==> src/sv/cau_pkg.sv <==
// ----------------------------------------------------------------------------
// cau_pkg: shared types, constants and helpers of the complex arithmetic unit
// Holds the command codes, the work-queue entry and the saturating clamp.
// ----------------------------------------------------------------------------
`default_nettype none

package cau_pkg;

   // operand format
   localparam int DATA_W   = 16;
   localparam int FRAC_W   = 8;
   localparam int PROD_W   = 2 * DATA_W;
   localparam int SUM_W    = PROD_W + 1;
   localparam int MAG_W    = PROD_W;

   // work queue between front and back
   localparam int QDEPTH   = 4;
   localparam int QPTR_W   = $clog2(QDEPTH);
   localparam int QCNT_W   = $clog2(QDEPTH + 1);

   // quotient digits produced by the back end, one a cycle
   localparam int DIV_STEPS = DATA_W;
   localparam int DIV_CNT_W = $clog2(DIV_STEPS);

   // command codes
   localparam logic [2:0] CMD_ADD     = 3'd0;
   localparam logic [2:0] CMD_SUB     = 3'd1;
   localparam logic [2:0] CMD_MUL     = 3'd2;
   localparam logic [2:0] CMD_DIV     = 3'd3;
   localparam logic [2:0] CMD_LESS    = 3'd4;
   localparam logic [2:0] CMD_GREATER = 3'd5;

   // clamp limits as magnitudes
   localparam logic [MAG_W-1:0] POS_LIM = MAG_W'((64'd1 << (DATA_W - 1)) - 64'd1);
   localparam logic [MAG_W-1:0] NEG_LIM = MAG_W'(64'd1 << (DATA_W - 1));
   // quotient at or above this means certain overflow
   localparam logic [MAG_W-1:0] QUO_CAP = MAG_W'(64'd1 << DATA_W);

   // one job for the back end: either a finished result or a division
   typedef struct packed {
      logic                     is_div;
      logic [DATA_W-1:0]        res_re;
      logic [DATA_W-1:0]        res_im;
      logic                     cmp;
      logic                     dbz;
      logic                     sat;
      logic                     re_neg;
      logic [MAG_W-1:0]         re_mag;
      logic                     im_neg;
      logic [MAG_W-1:0]         im_mag;
      logic [MAG_W-1:0]         den;
   } q_entry_type;

   typedef struct packed {
      logic        valid;
      q_entry_type entry;
   } q_beat_type;

   // clamp a sign/magnitude value to DATA_W bits: {clipped, value}
   function automatic logic [DATA_W:0] clamp_q(input logic neg, input logic [MAG_W-1:0] mag);
      logic [MAG_W-1:0] lim;
      logic [MAG_W-1:0] m;
      logic             s;
      logic [MAG_W-1:0] v;
      lim = neg ? NEG_LIM : POS_LIM;
      s   = mag > lim;
      m   = s ? lim : mag;
      v   = neg ? (MAG_W'(0) - m) : m;
      return {s, v[DATA_W-1:0]};
   endfunction

endpackage

`default_nettype wire

==> src/sv/cau_queue.sv <==
// ----------------------------------------------------------------------------
// cau_queue: short work queue between front and back
// Small register FIFO; the front never pushes into a full queue.
// ----------------------------------------------------------------------------
`default_nettype none

module cau_queue (
   input  wire logic                       clock,
   input  wire logic                       reset,
   input  wire cau_pkg::q_beat_type        push,
   input  wire logic                       pop,
   output cau_pkg::q_beat_type             head,
   output logic [cau_pkg::QCNT_W-1:0]      count
);
   import cau_pkg::*;

   q_entry_type         mem_ff [QDEPTH];
   logic [QPTR_W-1:0]   wr_ptr_ff, rd_ptr_ff;
   logic [QCNT_W-1:0]   count_ff;
   logic                do_pop;

   assign do_pop     = pop && (count_ff != '0);
   assign head.valid = count_ff != '0;
   assign head.entry = mem_ff[rd_ptr_ff];
   assign count      = count_ff;

   // advance pointers and fill level
   always_ff @(posedge clock) begin
      if (reset) begin
         wr_ptr_ff <= '0;
         rd_ptr_ff <= '0;
         count_ff  <= '0;
      end else begin
         if (push.valid) wr_ptr_ff <= wr_ptr_ff + 1'b1;
         if (do_pop)     rd_ptr_ff <= rd_ptr_ff + 1'b1;
         count_ff <= count_ff + QCNT_W'(push.valid) - QCNT_W'(do_pop);
      end
   end

   // store the beat
   always_ff @(posedge clock) begin
      if (push.valid) begin
         mem_ff[wr_ptr_ff] <= push.entry;
      end
   end

endmodule

`default_nettype wire

==> config.mk <==
export PLATFORM = sky130hd
export DESIGN_NAME = cau_queue
export DESIGN_NICKNAME = d
export VERILOG_FILES = /design/src/sv/cau_pkg.sv /design/src/sv/cau_queue.sv
export SDC_FILE = /design/constraint.sdc
export NUM_CORES = 1
export LEC_CHECK = 0
export ABC_AREA = 1
export ABC_CLOCK_PERIOD_IN_PS = 4600
export BUFFER_PORTS_ARGS = -buffer_cell sky130_fd_sc_hd__buf_4
export CORE_MARGIN = 4
export CORE_UTILIZATION = 55
export CTS_CLUSTER_DIAMETER = 40
export CTS_CLUSTER_SIZE = 8
export DETAILED_ROUTE_END_ITERATION = 8
export PLACE_DENSITY = 0.77
export SYNTH_ARGS = -nofsm -noshare
export SYNTH_HDL_FRONTEND = slang
export SYNTH_SLANG_ARGS = --single-unit
==> constraint.sdc <==
create_clock -name clock -period 4.6 [get_ports clock]
set_clock_uncertainty 0.1 [all_clocks]
set_input_delay 0.23 -clock clock [delete_from_list [all_inputs] [get_ports clock]]
set_output_delay 0.23 -clock clock [all_outputs]
set_load 0.02 [all_outputs]
# After elaboration in Yosys (flattened, before gate mapping)
# Memory sizes are Yosys's and may differ from the RTL's. A register that Yosys moved wholly into a read port is not among the register bits.
# Cells that the tools add are included.
[classes]
n_addsub = 4
muxes = 4
reduce_logical = 2
[ops]
columns = ["op", "count"]
rows = [
  ["2-bit by 1-bit adder with 2-bit output, second input constant", 2],
  ["2-bit 2-to-1 mux", 2],
  ["3-bit by 1-bit adder with 3-bit output", 1],
  ["3-bit nonzero test", 1],
  ["3-bit by 1-bit subtractor with 3-bit output", 1],
  ["1-bit 2-to-1 mux", 2],
  ["1-bit logical AND", 1],
]
[totals]
register_bits = 7
mem_bits_rw = 536
input_bits = 138
output_inout_bits = 138
wordCells = 14
n_memories = 1
[memory_table]
columns = ["name", "depth", "word_bits", "read_ports", "rd_ports_with_merged_regs", "write_ports", "line_no", "source"]
rows = [
  ["mem_ff", 4, 134, 1, 1, 1, "cau_queue.sv:17", "q_entry_type mem_ff [QDEPTH];"],
]

# Depth between registers and ports, before layout
[logic_depth]
ltp_word = 4
depth_mapped = 9
depth_no_buf = 9

# Least setup slack after synthesis
# No wires, ideal clock.
[synth_path]
kind = "register -> register"
start = "reg wr_ptr_ff[0]"
end = "mem mem_ff[2][0] (netlist bit), enable pin"
setup_time_ns = 0.487
arrival_time_ns = 3.168
t_required_ns = 4.013
slack_ns = 0.845
stages_incl_launch_ff = 5
path_buffers = 0
synth_period_minus_slack_ns = 3.755
path_cell_list = "dfxtp_1 > inv_1 > ha_1 > nand2_1 > inv_1"
[synth_rtl]
columns = ["item", "line_no", "source"]
rows = [
  ["from (decl)", "cau_queue.sv:18", "logic [QPTR_W-1:0] wr_ptr_ff, rd_ptr_ff;"],
  ["from (signal assigned)", "cau_queue.sv:34", "if (push.valid) wr_ptr_ff <= wr_ptr_ff + 1'b1;"],
  ["to (decl)", "cau_queue.sv:17", ""],
]
# Straight into the memory's write port.

==> impl_metrics.yaml <==
sta:
  tns_ns: 0
  max_slew_margin: 0.2377
  setup_viol: 0
  min_period_over_period: 0.7249
  post-route-min-period_ns: 3.334
  max_freq_ghz: 0.2999
  hold_violations: 0
  rsz0062_at_grt: "no"
  tightest_slew_ns: 1.143
  slew_viol_final: 0
worst_setup_path:
  worst_setup_path_start_kind: "flop"
  critPathBufInv: 3
  cp_data_arrival_time_ns: 3.00
  worst-path-max-fanout: 189
  end_kind: "primary output"
  cp_cell_sequence: "inv_8 -> buf_4 -> o21ai_0 -> o22ai_1 -> buf_4"
  critPathKind: "reg -> out"
  max_stage_delay_ns: 0.76
  cpLargestDelayFamily: "buffers and inverters"
  crit_top_cell: "buf_4"
  cpMaxStageDelayCell: "inv_8"
  worst_ep_required_time_ns: 4.27
synthesis:
  ys_ff_latch: 545
  yosys_warnings: 0
  synth.area.top_cells: "edfxtp_1 (79%), o21ai_0 (5.2%), nor2_1 (5.1%)"
  syn_avg_cell_area_um2: 15.00
  synth_ff_type: "edfxtp_1"
  synth_top_cell_by_area: "edfxtp_1"
  synth_top_area_share: 0.7905
  synth.net_count: 1502
  synth_most_common_cell: "edfxtp_1"
  netlist_area_um2: 20360
  synth_edf_count: 536
  syn_inst: 1357
  synth_common_cells: "edfxtp_1 (536), nor2_1 (275), o21ai_0 (212), o22ai_1 (134), o21ai_1 (58)"
  yosysSeqAreaShare: 0.7994
  synth_cell_types: 21
  synthArstFlopShare: 0
power:
  power.density_nw_per_um2: 546.4
  p_sw_frac: 0.2918
  ir_drop_mv: 0.4082
  seqPwrFrac: 0.406
  power_switching_uw: 4182
  pwr-share-clk: 0.363
  power.internal_uw: 10150
  power_leakage_uw: 0.009322
  combPwrFrac: 0.230
floorplanning:
  die_area_um2: 40160
  top_level_ports: 276
  die_h_um: 200.4
  die_x_um: 200.4
  rows: 70
  core_um2: 36520
  initial_utilization: 0.5575
clock_network:
  cts_resized: 0
  htreeDepth: 3
  cts_inserted_buffers: 80
  root_buffer: "clkbuf_16"
  cts_setup_buffers: 0
  clockBufferDepth: 3
  clk_pin_slew_ns: 0.04
  hold_buffers: 138
  clk_latency_ns: 0.58
  cts_tree: "yes"
  cts_sinks: 545
global_route:
  grt_overflow: 0
  antenna_found_initial: 3
  track_usage: 0.2323
  grt_pass1_vias: 13604
  grt_pass1_wl_um: 74090
  grt_max_degree: 190
placed_design:
  placed_area_um2: 22600
  gp_congestion: 0.7249
  numPortBuffers: 275
  dpl.hpwl_um: 23690
layout:
  multi_input_area_um2: 3405
  drive_above_1_share: 0.2140
  syn_to_final_growth_pct: 28.79
  seqCellArea_um2: 16280
  fin_area_um2: 26220
  fill_cells: 2155
  nets: 1921
drt:
  vias: 13067
  dr.first_iter.drc_count: 1031
  firstDrtPassIters: 5
  via_per_inst: 5.759
  antenna_left: 0
  wl_per_cell_um: 20.96
  wl_um: 47560
  drc: 0
flow_run:
  cap_violations: 0
hold_path:
  hold_path_class: "in -> reg"
run_status:
  outcome: "complete, no violations"
==> cell families (layout without fill, tap and decap cells) <==
family / Yosys count / count (layout) / share of synthesized area
DFF: 545 / 545 / 0.7994
and+or+nand+nor: 289 / 289 / 0.05340
adders and majority gates: 7 / 7 / 0.004670
other: 0 / 2 / 0
AOI/OAI and AO/OA: 410 / 410 / 0.1091
buffers and inverters: 106 / 548 / 0.03343
==> tightest hold or removal path: stages <==
cell	delay, ns
dlygate4sd3_1	0.53
buf_4	0.11
nor2_1	0.04
==> power by group through the flow <==
stage	Clock, µW	Sequential [µW]	Combinational [µW]
after floorplan	0	5880	2010
after global placement	0	5900	3110
after detailed placement	0	5910	3170
after CTS	5270	5820	3290
after global routing	5510	5840	3550
final	5210	5820	3300
==> final timing paths <==
path | end | cells past startpoint | slack [ns] | startpoint
min | count[1] | 3 | 0.28 | reset
min reg2reg | wr_ptr_ff[1] | 2 | 0.43 | wr_ptr_ff[1]
max reg2reg | mem_ff[2][9] | 5 | 2.33 | wr_ptr_ff[0]
max | head[0] | 5 | 1.27 | flop
==> sequential cells by signal (all words and copies together), names as in the netlist, named ones only <==
signal	count
count	3
wr_ptr_ff	2
rd_ptr_ff	2
mem_ff	536
==> per-stage QoR <==
step	utilization	worst slack, ns	hold slack (ns)	power [µW]	std cells
after floorplan	-	0.8449	0.2012	7882	1357
after global placement	0.6189	1.859	0.3091	9004	2024
after detailed placement	0.6189	1.845	0.3093	9072	2024
after CTS	0.7178	1.151	0.2373	14390	2267
after global routing	0.7180	0.9665	0.2689	14900	2269
final	0.7180	1.266	0.2807	14330	2269
==> final cells by class <==
type	count	area share
repair buffers	425	0.1377
clock buffers	94	0.07916
diodes	2	0.0001909
clock inverters	11	0.006012
inverters	18	0.003817
flip-flops and latches	545	0.6210
multi-input cells	706	0.1298
well taps	468	0.02233
==> cell usage in the layout (no fill, tap or decap) <==
| cell type | count |
|---|---|
| o22ai_1 | 134 |
| clkinv_4 | 1 |
| buf_12 | 6 |
| o21ai_1 | 58 |
| buf_4 | 281 |
| nor2_1 | 275 |
| clkinv_8 | 4 |
| clkbuf_16 | 81 |
| ha_1 | 6 |
| dlygate4sd3_1 | 138 |
| a21boi_0 | 1 |
| fa_1 | 1 |
| a21oi_1 | 5 |
| bufinv_16 | 2 |
| clkinv_1 | 2 |
| nand2_1 | 12 |
| clkinvlp_4 | 1 |
| inv_6 | 6 |
| o21ai_0 | 212 |
| inv_1 | 12 |
| inv_8 | 1 |
| clkbuf_1 | 13 |
| nand3_1 | 2 |
| diode_2 | 2 |
| dfxtp_4 | 2 |
| edfxtp_1 | 536 |
| dfxtp_1 | 7 |
==> metal layers <==
layer	GRT usage	vias up	wire length (µm)
met3	0.06816	99	4390
met2	0.3969	601	23970
li1	-	5954	-
met5	0	-	13
met4	0.06957	2	1175
met1	0.2908	6411	18020
Power figures use the tool's default switching activity.
